$ cat src/sv/ssi_pkg.sv
`timescale 1ns / 1ps
`default_nettype none

package ssi_pkg;

  // default sizes
  localparam int LIST_DEPTH_DEF = 32;
  localparam int VALUE_BITS_DEF = 32;

  // item kinds
  localparam logic [1:0] KIND_LOAD_FIRST  = 2'd0;
  localparam logic [1:0] KIND_LOAD_SECOND = 2'd1;
  localparam logic [1:0] KIND_RUN         = 2'd2;

  typedef struct packed {
    logic [1:0]  kind;
    logic [31:0] value;
  } ssi_in_t;

  typedef struct packed {
    logic        has_value;
    logic [31:0] common_value;
    logic [5:0]  match_count;
    logic        last;
    logic        overflow;
  } ssi_out_t;

  typedef enum logic {
    ST_IDLE,
    ST_WALK
  } ssi_state_t;

endpackage

`default_nettype wire

$ cat src/sv/ssi_list_mem.sv
`timescale 1ns / 1ps
`default_nettype none

module ssi_list_mem import ssi_pkg::*; #(
  parameter int DEPTH = LIST_DEPTH_DEF,
  parameter int WIDTH = VALUE_BITS_DEF
) (
  input  wire logic                     clk,
  input  wire logic                     wr_en,
  input  wire logic [$clog2(DEPTH)-1:0] wr_addr,
  input  wire logic [WIDTH-1:0]         wr_data,
  input  wire logic [$clog2(DEPTH)-1:0] rd_addr,
  output logic      [WIDTH-1:0]         rd_data
);

  logic [WIDTH-1:0] mem [DEPTH];

  // single write port
  always_ff @(posedge clk) begin
    if (wr_en) begin
      mem[wr_addr] <= wr_data;
    end
  end

  // registered read, data appears in the cycle after rd_addr
  always_ff @(posedge clk) begin
    rd_data <= mem[rd_addr];
  end

endmodule

`default_nettype wire

$ cat src/sv/sorted_set_intersection_top.sv
`timescale 1ns / 1ps
`default_nettype none

// load item: busy stays low, so loads can arrive every cycle
// run item: busy through all walk steps and the end step; walk steps <= len1 + len2 - 1, none if a list is empty
//   the merge advances one entry per cycle through the read port of each list memory
// results: each is registered and shown in the cycle
//   after the step that finds the next match (or the end), so at most one per cycle
// reset: list fill counts and drop flag cleared, list contents undefined until loaded

module sorted_set_intersection_top import ssi_pkg::*; #(
  parameter int LIST_DEPTH = LIST_DEPTH_DEF,
  parameter int VALUE_BITS = VALUE_BITS_DEF
) (
  input  wire logic     clk,
  input  wire logic     rst_n,
  input  wire logic     start,
  output logic          busy,
  input  wire ssi_in_t  in_item,
  output logic          out_strobe,
  output ssi_out_t      out_item
);

  localparam int IW = $clog2(LIST_DEPTH);
  localparam int CW = $clog2(LIST_DEPTH + 1);
  localparam logic [CW-1:0] DEPTH_C = CW'(LIST_DEPTH);

  ssi_state_t state_r, state_nxt;

  logic [CW-1:0] cnt_a_r, cnt_a_nxt;
  logic [CW-1:0] cnt_b_r, cnt_b_nxt;
  logic          dropped_r, dropped_nxt;
  logic [CW-1:0] a_r, a_nxt;
  logic [CW-1:0] b_r, b_nxt;
  logic [CW-1:0] found_r, found_nxt;
  logic          pend_valid_r, pend_valid_nxt;
  logic [VALUE_BITS-1:0] pend_val_r, pend_val_nxt;
  logic          out_strobe_r, out_strobe_nxt;
  ssi_out_t      out_item_r, out_item_nxt;

  logic                  we_a, we_b;
  logic [VALUE_BITS-1:0] wr_val;
  logic [VALUE_BITS-1:0] rd_a, rd_b;
  logic                  accept;
  logic                  walk_on;
  logic [VALUE_BITS+31:0] in_wide;
  logic [VALUE_BITS+31:0] pend_wide;

  assign accept = start && !busy;

  // stored values keep VALUE_BITS bits of the id
  assign in_wide   = {{VALUE_BITS{1'b0}}, in_item.value};
  assign wr_val    = in_wide[VALUE_BITS-1:0];
  assign pend_wide = {32'd0, pend_val_r};

  assign we_a = accept && (in_item.kind == KIND_LOAD_FIRST) && (cnt_a_r < DEPTH_C);
  assign we_b = accept && (in_item.kind == KIND_LOAD_SECOND) && (cnt_b_r < DEPTH_C);

  ssi_list_mem #(
    .DEPTH (LIST_DEPTH),
    .WIDTH (VALUE_BITS)
  ) u_first_mem (
    .clk     (clk),
    .wr_en   (we_a),
    .wr_addr (cnt_a_r[IW-1:0]),
    .wr_data (wr_val),
    .rd_addr (a_nxt[IW-1:0]),
    .rd_data (rd_a)
  );

  ssi_list_mem #(
    .DEPTH (LIST_DEPTH),
    .WIDTH (VALUE_BITS)
  ) u_second_mem (
    .clk     (clk),
    .wr_en   (we_b),
    .wr_addr (cnt_b_r[IW-1:0]),
    .wr_data (wr_val),
    .rd_addr (b_nxt[IW-1:0]),
    .rd_data (rd_b)
  );

  // both heads still inside their lists
  assign walk_on = (a_r < cnt_a_r) && (b_r < cnt_b_r);

  // next state
  always_comb begin
    state_nxt = state_r;
    unique case (state_r)
      ST_IDLE: begin
        if (accept && in_item.kind == KIND_RUN) begin
          state_nxt = ST_WALK;
        end
      end
      ST_WALK: begin
        if (!walk_on) begin
          state_nxt = ST_IDLE;
        end
      end
      default: state_nxt = ST_IDLE;
    endcase
  end

  // datapath and result control
  always_comb begin
    cnt_a_nxt      = cnt_a_r;
    cnt_b_nxt      = cnt_b_r;
    dropped_nxt    = dropped_r;
    a_nxt          = '0;
    b_nxt          = '0;
    found_nxt      = found_r;
    pend_valid_nxt = pend_valid_r;
    pend_val_nxt   = pend_val_r;
    out_strobe_nxt = 1'b0;
    out_item_nxt   = out_item_r;
    busy           = 1'b0;

    unique case (state_r)
      ST_IDLE: begin
        // loads append at the fill count, a full list drops the item
        if (accept) begin
          case (in_item.kind)
            KIND_LOAD_FIRST: begin
              if (cnt_a_r < DEPTH_C) begin
                cnt_a_nxt = cnt_a_r + 1'b1;
              end else begin
                dropped_nxt = 1'b1;
              end
            end
            KIND_LOAD_SECOND: begin
              if (cnt_b_r < DEPTH_C) begin
                cnt_b_nxt = cnt_b_r + 1'b1;
              end else begin
                dropped_nxt = 1'b1;
              end
            end
            KIND_RUN: begin
              found_nxt      = '0;
              pend_valid_nxt = 1'b0;
            end
            default: ;
          endcase
        end
      end
      ST_WALK: begin
        busy = 1'b1;
        if (walk_on) begin
          // merge step: skip the smaller head, pass both on a match
          if (rd_a < rd_b) begin
            a_nxt = a_r + 1'b1;
            b_nxt = b_r;
          end else if (rd_a > rd_b) begin
            a_nxt = a_r;
            b_nxt = b_r + 1'b1;
          end else begin
            a_nxt = a_r + 1'b1;
            b_nxt = b_r + 1'b1;
            // the previous match is now known not to be the last one
            if (pend_valid_r) begin
              out_strobe_nxt            = 1'b1;
              out_item_nxt.has_value    = 1'b1;
              out_item_nxt.common_value = pend_wide[31:0];
              out_item_nxt.match_count  = 6'(found_r);
              out_item_nxt.last         = 1'b0;
              out_item_nxt.overflow     = dropped_r;
            end
            pend_valid_nxt = 1'b1;
            pend_val_nxt   = rd_a;
            found_nxt      = found_r + 1'b1;
          end
        end else begin
          // end of walk: flush the held match as last, or report empty; empty both lists
          out_strobe_nxt = 1'b1;
          out_item_nxt.last     = 1'b1;
          out_item_nxt.overflow = dropped_r;
          if (pend_valid_r) begin
            out_item_nxt.has_value    = 1'b1;
            out_item_nxt.common_value = pend_wide[31:0];
            out_item_nxt.match_count  = 6'(found_r);
          end else begin
            out_item_nxt.has_value    = 1'b0;
            out_item_nxt.common_value = '0;
            out_item_nxt.match_count  = '0;
          end
          pend_valid_nxt = 1'b0;
          cnt_a_nxt      = '0;
          cnt_b_nxt      = '0;
          dropped_nxt    = 1'b0;
        end
      end
      default: ;
    endcase
  end

  // control registers
  always_ff @(posedge clk) begin
    if (!rst_n) begin
      state_r      <= ST_IDLE;
      cnt_a_r      <= '0;
      cnt_b_r      <= '0;
      dropped_r    <= 1'b0;
      a_r          <= '0;
      b_r          <= '0;
      found_r      <= '0;
      pend_valid_r <= 1'b0;
      out_strobe_r <= 1'b0;
    end else begin
      state_r      <= state_nxt;
      cnt_a_r      <= cnt_a_nxt;
      cnt_b_r      <= cnt_b_nxt;
      dropped_r    <= dropped_nxt;
      a_r          <= a_nxt;
      b_r          <= b_nxt;
      found_r      <= found_nxt;
      pend_valid_r <= pend_valid_nxt;
      out_strobe_r <= out_strobe_nxt;
    end
  end

  // payload registers
  always_ff @(posedge clk) begin
    pend_val_r <= pend_val_nxt;
    out_item_r <= out_item_nxt;
  end

  assign out_strobe = out_strobe_r;
  assign out_item   = out_item_r;

  // a last item is never followed directly by another item
  assert property (@(posedge clk) disable iff (!rst_n)
    out_strobe && out_item.last |=> !out_strobe)
    else $error("item strobed right after last item");

  // empty report only as the single, final item of a run
  assert property (@(posedge clk) disable iff (!rst_n)
    out_strobe && !out_item.has_value |-> out_item.last && out_item.match_count == '0)
    else $error("empty item not marked last or with nonzero count");

  // fill counts never pass the list depth
  assert property (@(posedge clk) disable iff (!rst_n)
    cnt_a_r <= DEPTH_C && cnt_b_r <= DEPTH_C)
    else $error("list fill count beyond depth");

  // end of a walk empties both lists and clears the drop flag
  assert property (@(posedge clk) disable iff (!rst_n)
    state_r == ST_WALK && !walk_on |=> cnt_a_r == '0 && cnt_b_r == '0 && !dropped_r)
    else $error("lists not emptied after run");

  // every run ends with exactly one last item
  assert property (@(posedge clk) disable iff (!rst_n)
    state_r == ST_WALK && !walk_on |=> out_strobe && out_item.last)
    else $error("run ended without last item");

endmodule

`default_nettype wire
$ cat config.mk
export PLATFORM = sky130hd
export DESIGN_NAME = sorted_set_intersection_top
export DESIGN_NICKNAME = d
export VERILOG_FILES = /design/src/sv/ssi_pkg.sv /design/src/sv/ssi_list_mem.sv /design/src/sv/sorted_set_intersection_top.sv
export SDC_FILE = /design/constraint.sdc
export NUM_CORES = 2
export LEC_CHECK = 0
export BUFFER_PORTS_ARGS = -buffer_cell sky130_fd_sc_hd__buf_4
export CAP_MARGIN = 5
export CORE_MARGIN = 3
export CORE_UTILIZATION = 54
export CTS_CLUSTER_SIZE = 8
export DETAILED_ROUTE_END_ITERATION = 6
export PLACE_DENSITY = 0.72
export SKIP_LAST_GASP = 1
export SLEW_MARGIN = 20
export SYNTH_ARGS = -nofsm -noshare
export SYNTH_HDL_FRONTEND = slang
export SYNTH_SLANG_ARGS = --single-unit
$ cat constraint.sdc
create_clock -name clk -period 4.81 [get_ports clk]
set_input_delay 0 -clock clk [delete_from_list [all_inputs] [get_ports clk]]
set_output_delay 0 -clock clk [all_outputs]
set_load 0.01 [all_outputs]
# == Word level (Yosys, flattened, before mapping) ==
# Memory sizes are Yosys's and may differ from the RTL's. A register that Yosys moved wholly into a read port is not among the register bits.
# Cells that the tools add are included.
# totals
register_bits,107
memories,2
output_inout_bits,43
ramBits,2048
wordCells,123
# classes
n_mux,51
n_reduce_logical,18
magnitude_cmp,6
bitwise_logic,3
addsub,5
eq_ne,21
# mem_list
memory,depth,width,rd,rd_ports_with_merged_regs,write_ports,line_no,text
u_first_mem.mem,32,32,1,1,1,ssi_list_mem.sv:16,logic [WIDTH-1:0] mem [DEPTH];
u_second_mem.mem,32,32,1,1,1,ssi_list_mem.sv:16,
# ops
cell,count
$mux 41,4
$mux 6,14
$mux 39,1
$pmux 6 s2,3
$gt 32x32->1,1
$lt 32x32->1,1
$add 6x1->6 const B,5
$ne 2x2->1 const B,13
$mux 5,5
$mux 1,20
$reduce_and 4->1,5
$ne 3x3->1 const B,5
$lt 6x6->1,2
$lt 6x6->1 const B,2
$reduce_and 5->1,2
$pmux 1 s2,4
$logic_and 1x1->1,7
$not 1->1,3
$reduce_and 3->1,1
$eq 2x1->1 const B,1
$eq 2x2->1 const B,1
$logic_not 2->1,1
$ne 2x1->1 const B,1
$reduce_and 2->1,1
$logic_not 1->1,1

# == Depth between registers and ports, before layout ==
# logic_depth
ltp_word,7
depth_mapped,18
mapped_depth_nobuf,13

# == By module ==
# A second synthesis with hierarchy kept.
# unflattened
hier_cells,4984
area_unflattened_um2,86192.7
# by_module_without_submodules
module,cells_each,seq_area_each_um2,area_per_inst_um2,instances
ssi_list_mem at u_first_mem,2260,31390.1,40492.6,1
ssi_list_mem at u_second_mem,2260,31390.1,40485.1,1
sorted_set_intersection_top,464,2872.8,5215.0,1

# == Worst setup path before layout ==
# No wires, ideal clock.
# synth_timing
path_type,reg-to-reg
from,register u_second_mem.rd_data[15] (read register of u_second_mem.mem)
to,"register out_item_r (netlist bit out_item[0]), enable pin"
arrival_ns,4.716
slack_ns,-0.404
synth_period_minus_slack_ns,5.214
stages_incl_launch_ff,10
path_buffers,0
setup_ns,0.498
path_cell_list,dfxtp_1 -> inv_1 -> ha_1 -> nand4_1 -> or2_1 -> a211oi_2 -> o31ai_2 -> nand2_1 -> nand3_1 -> o21ai_0
# synth_between
elab_chain_cells,3
# synth_lines
element,line_no,text
"start, declared",ssi_list_mem.sv:13,output logic [WIDTH-1:0] rd_data
$gt 32x32->1 / $lt 32x32->1 (equally long branches),"sorted_set_intersection_top.sv:152, sorted_set_intersection_top.sv:149",
$ne 2x2->1 (no source line),-,
$reduce_and 4->1 (no source line) (*),-,
"end signal, assigned",sorted_set_intersection_top.sv:223,out_item_r <= out_item_nxt;
"end, declared",sorted_set_intersection_top.sv:39,"ssi_out_t out_item_r, out_item_nxt;"
# Mark *: on every way between the ends. The rest lies on a longest branch, timed or not.
# A chain may end at the register's enable or synchronous reset.

# == Worst setup path after layout ==
# layout_timing
from,register u_second_mem.rd_data[9] (read register of u_second_mem.mem)
to,register u_second_mem.rd_data[4] (read register of u_second_mem.mem)
# layout_between
elab_chain_cells,4
# layout_lines
element,line_no,text
$lt 32x32->1,sorted_set_intersection_top.sv:149,if (rd_a < rd_b) begin
$mux 5,sorted_set_intersection_top.sv:149,
$mux 5,sorted_set_intersection_top.sv:147,if (walk_on) begin
$mux 5,sorted_set_intersection_top.sv:118,unique case (state_r)
# No other way between the ends.

==> flow_summary_export.csv <==
group,metric,value,unit
layout,multi_input_area,20400,µm²
yosys,syn_nets,6300,
die,start_util,54.4,%
layout,syn_to_final_growth,16.7,%
sta,hold_viol,0,
clocking,clkSinkCount,2219,
sta,period_share,99.8,%
power_and_ir_drop,pwr-share-comb,2.0,%
clocking,htree_levels,5,
place,placed_cell_area,92500,µm²
yosys,synth_area,87500,µm²
power_and_ir_drop,swShare,20.0,%
worst_setup_path,arrival,5.52,ns
yosys,synth_xor_area_share,0.140,%
routing,routedWlPerCell,29.6,µm
yosys,synth_cell_types,80,
sta,worstMarginPinSlew,1.15,ns
worst_setup_path,path_max_fanout,15,
status,violations,"design-rule violations",
clocking,cts_tree,"yes",
yosys,synth_compound_area_share,8.42,%
worst_setup_path,required,5.53,ns
clocking,clockBufferDepth,4,
die,die_height,408,µm
global_route,first_global_vias,56700,
worst_setup_path,path_common_cell,"o21ai_0",
routing,wl_met1,97300,µm
job,cap_violations,0,
yosys,postSynthAreaPerCell,14.1,µm²
worst_setup_path,crit_type,"flop to flop",
worst_setup_path,path_cells,"inv_1 -> ha_1 -> nand4_1 -> or2_1 -> a211oi_2 -> o31ai_2 -> a211oi_1 -> mux2_2 -> nand2_1 -> nor2_2 -> buf_4 -> o21ai_0 -> o21ai_0 -> or4_1",
status,status,"complete, but fails checks",
sta,finalSetupViolCount,0,
power_and_ir_drop,power.leakage,33.2,nW
die,core,161000,µm²
worst_setup_path,critPathMaxStageDelay,0.63,ns
place,io_buffer_count,79,
clocking,clock_tree.root_cell,"clkbuf_16",
routing,drtAntennaViolNets,0,
yosys,synth_top_family_by_area,"simple AND/OR/NAND/NOR gates",
die,die_x,408,µm
routing,dr.pass1.iters,7,
die,die-area,167000,µm²
power_and_ir_drop,seq_power_share,50.0,%
layout,final_nets,6607,
layout,fill_cells,11200,
die,fp-row-count,147,
routing,wl,263000,µm
routing,route.met3.wl,38500,µm
global_route,grt_max_degree,89,
power_and_ir_drop,p_per_area,417,nW/µm²
power_and_ir_drop,ir_worst_vdd,0.347,mV
global_route,grt_pass1_wl,382000,µm
power_and_ir_drop,pwr-share-clk,48.0,%
worst_setup_path,end_kind,"flop",
yosys,synthFlopType,"edfxtp_1",
yosys,yosys_warnings,0,
worst_setup_path,critPathLaunchType,"flop",
routing,top_layer,"met5",
routing,drtIter0Drc,9644,
place,placed_cells_incl_taps,8301,
worst_setup_path,cp_top_family,"simple AND/OR/NAND/NOR gates",
routing,wl_met2,114000,µm
yosys,async_reset_ff_share,0,%
sta,maxSlewHeadroom,23.4,%
worst_hold_path,min_path_type,"input pin to flop",
routing,vias,58400,
yosys,synth_mux_area_share,2.00,%
layout,drive_gt1_share,13.1,%
yosys,syn_inst,6210,
sta,timing.fmax,0.208,GHz
worst_setup_path,critPathBufInv,2,
clocking,insertion_delay,0.93,ns
place,gp_congestion,0.883,
power_and_ir_drop,switching_power,8.52,mW
yosys,synth-simple-area-share,11.2,%
layout,fin_area,102000,µm²
global_route,antenna_found_initial,13,
clocking,clk_pin_slew,0.05,ns
layout,final_cells,8876,
routing,drc_errors,11,
sta,fin_crit,4.80,ns
yosys,synth-edff-count,2121,
global_route,overflow,0,
sta,rsz0062_at_grt,"true",
die,io_pins,80,
worst_setup_path,slowest_stage,"or4_1",
sta,slew_viol_final,0,
yosys,synthAdderAreaFrac,0.758,%
place,post-dp-hpwl,145000,µm
global_route,track_usage,31.1,%
yosys,ys_ff_latch,2219,
yosys,seq_area_frac_synth,75.1,%
sta,finClkSkew,0.0472,ns
power_and_ir_drop,internal_power,34.0,mW
clocking,cts_buffers,327,
layout,register_area,65700,µm²
routing,vias_per_cell,6.57,
## synth_stat cells, types with 23 or more instances
master / count / share of area (%)
a31oi_1: 163 / 1.2
a32oi_1: 38 / 0.38
mux2i_1: 111 / 1.3
mux2_2: 47 / 0.61
and3_1: 51 / 0.36
o22ai_1: 61 / 0.44
nor2b_1: 45 / 0.32
o21ai_0: 374 / 2.1
edfxtp_1: 2121 / 73
buf_2: 147 / 0.84
a21oi_1: 117 / 0.67
nand3_1: 318 / 1.8
dfxtp_1: 98 / 2.2
inv_1: 51 / 0.22
or3_1: 240 / 1.7
clkbuf_1: 214 / 0.92
nor3_1: 187 / 1.1
buf_1: 46 / 0.20
o211ai_1: 205 / 1.8
nor2_1: 334 / 1.4
a221oi_1: 23 / 0.23
a22oi_1: 65 / 0.56
a211oi_1: 31 / 0.27
nand4_1: 39 / 0.28
nand2_1: 834 / 3.6
ha_1: 53 / 0.76
## area by class of cell
type,count,share of cell area (%)
Clock inverter,9,0.0809
Clock buffer,513,8.82
Tap cell,2160,2.65
Inverter,52,0.191
Multi-Input combinational cell,3510,20.0
Sequential cell,2219,64.3
Antenna cell,6,0.0147
Timing Repair Buffer,407,3.94
## sequential cells by signal, summed over array words and instances (netlist names)
signal,cells
dropped_r,1
cnt_b_r,6
found_r,6
u_second_mem.mem,1024
u_first_mem.rd_data,32
state_r,1
out_item,41
u_second_mem.rd_data,32
u_first_mem.mem,1024
pend_valid_r,1
a_r,6
b_r,6
pend_val_r,32
cnt_a_r,6
out_strobe,1
## logic make-up after synthesis
family,after synthesis
DFF,2219
adders and majority gates,53
buffers and inverters,481
xor gates and xnor gates,14
AOI/OAI and AO/OA,1162
muxes,166
and+or+nand+nor,2115
## stage by stage
step	hold WS, ns	total power, mW	worst slack (ns)	setup TNS, ns	util (%)
finish	0.0876	42.6	0.00993	0	63.5
global route	0.0753	43.6	-0.0721	-0.142	63.5
detailed placement	0.378	22.4	-0.490	-1.41	57.5
global placement	0.364	22.4	-0.455	-1.12	57.5
floorplan	0.0989	21.9	0.715	0	-
CTS	0.0216	42.6	0.0632	0	63.4
## power groups by stage
stage / Clock, mW / Combinational, mW / Sequential, mW
finish: 20.4 / 0.865 / 21.3
floorplan: 0 / 0.278 / 21.6
detailed placement: 0 / 0.815 / 21.6
global route: 21.4 / 0.917 / 21.2
CTS: 20.5 / 0.850 / 21.3
global placement: 0 / 0.792 / 21.6
## timing repair
action | CTS | global route
pin swaps | 2 | 3
endpoints found under the setup margin | 19 | 13
setup buffers | 3 | 3
gates resized for setup | 5 | 10
gates cloned | 0 | 0
hold endpoints to repair | 2085 | 0
hold buffers | 41 | 0
## final timing paths
path	end	slack [ns]	cells past startpoint	from
worst max-delay path	u_second_mem.rd_data[4]$_DFF_P_	0.01	14	u_second_mem.rd_data[9]$_DFF_P_
worst min-delay path	dropped_r$_SDFFE_PN0P_	0.09	5	in_item[33]
worst max register to register	u_second_mem.rd_data[4]$_DFF_P_	0.01	14	u_second_mem.rd_data[9]$_DFF_P_
worst min register to register	pend_val_r[15]$_DFFE_PP_	0.44	0	u_first_mem.rd_data[15]$_DFF_P_
## layer usage
metal,vias up,GRT usage (%)
li1,24300,-
met1,28800,43.5
met2,4507,45.1
met3,725,9.65
met4,10,14.2
met5,-,0
## placed cells by master, fill, tap and decap left out, types with 8 or more instances in the layout
master and n:
edfxtp_1 2121, nand2_1 830, o21ai_0 371, clkbuf_16 332, nand3_1 317, buf_4 296
nor2_1 259, or3_1 240, o211ai_1 205, nor3_1 185, clkbuf_1 180, a31oi_1 162
a21oi_1 115, mux2i_1 110, dfxtp_1 96, buf_12 69, nor2_4 68, a22oi_1 64
o22ai_1 61, ha_1 53, inv_1 51, and3_1 51, mux2_2 47, nor2b_1 45
dlygate4sd3_1 41, nand4_1 39, a32oi_1 38, a211oi_1 31, a221oi_1 22, nand4b_1 21
o21ai_1 13, nor2_2 11, and2_1 11, xnor2_1 9, a311oi_1 9, a22o_1 9
or4_1 9, nor4_1 8
## worst reg2reg max path, cell delays in order (launching register included)
cell      delay, ns
dfxtp_2        0.48
inv_1          0.08
ha_1           0.35
nand4_1        0.29
or2_1          0.36
a211oi_2       0.38
o31ai_2        0.21
a211oi_1       0.44
mux2_2         0.43
nand2_1        0.28
nor2_2         0.08
buf_4          0.23
o21ai_0        0.13
o21ai_0        0.23
or4_1          0.63
No activity file was read; power rests on OpenSTA's default activity.
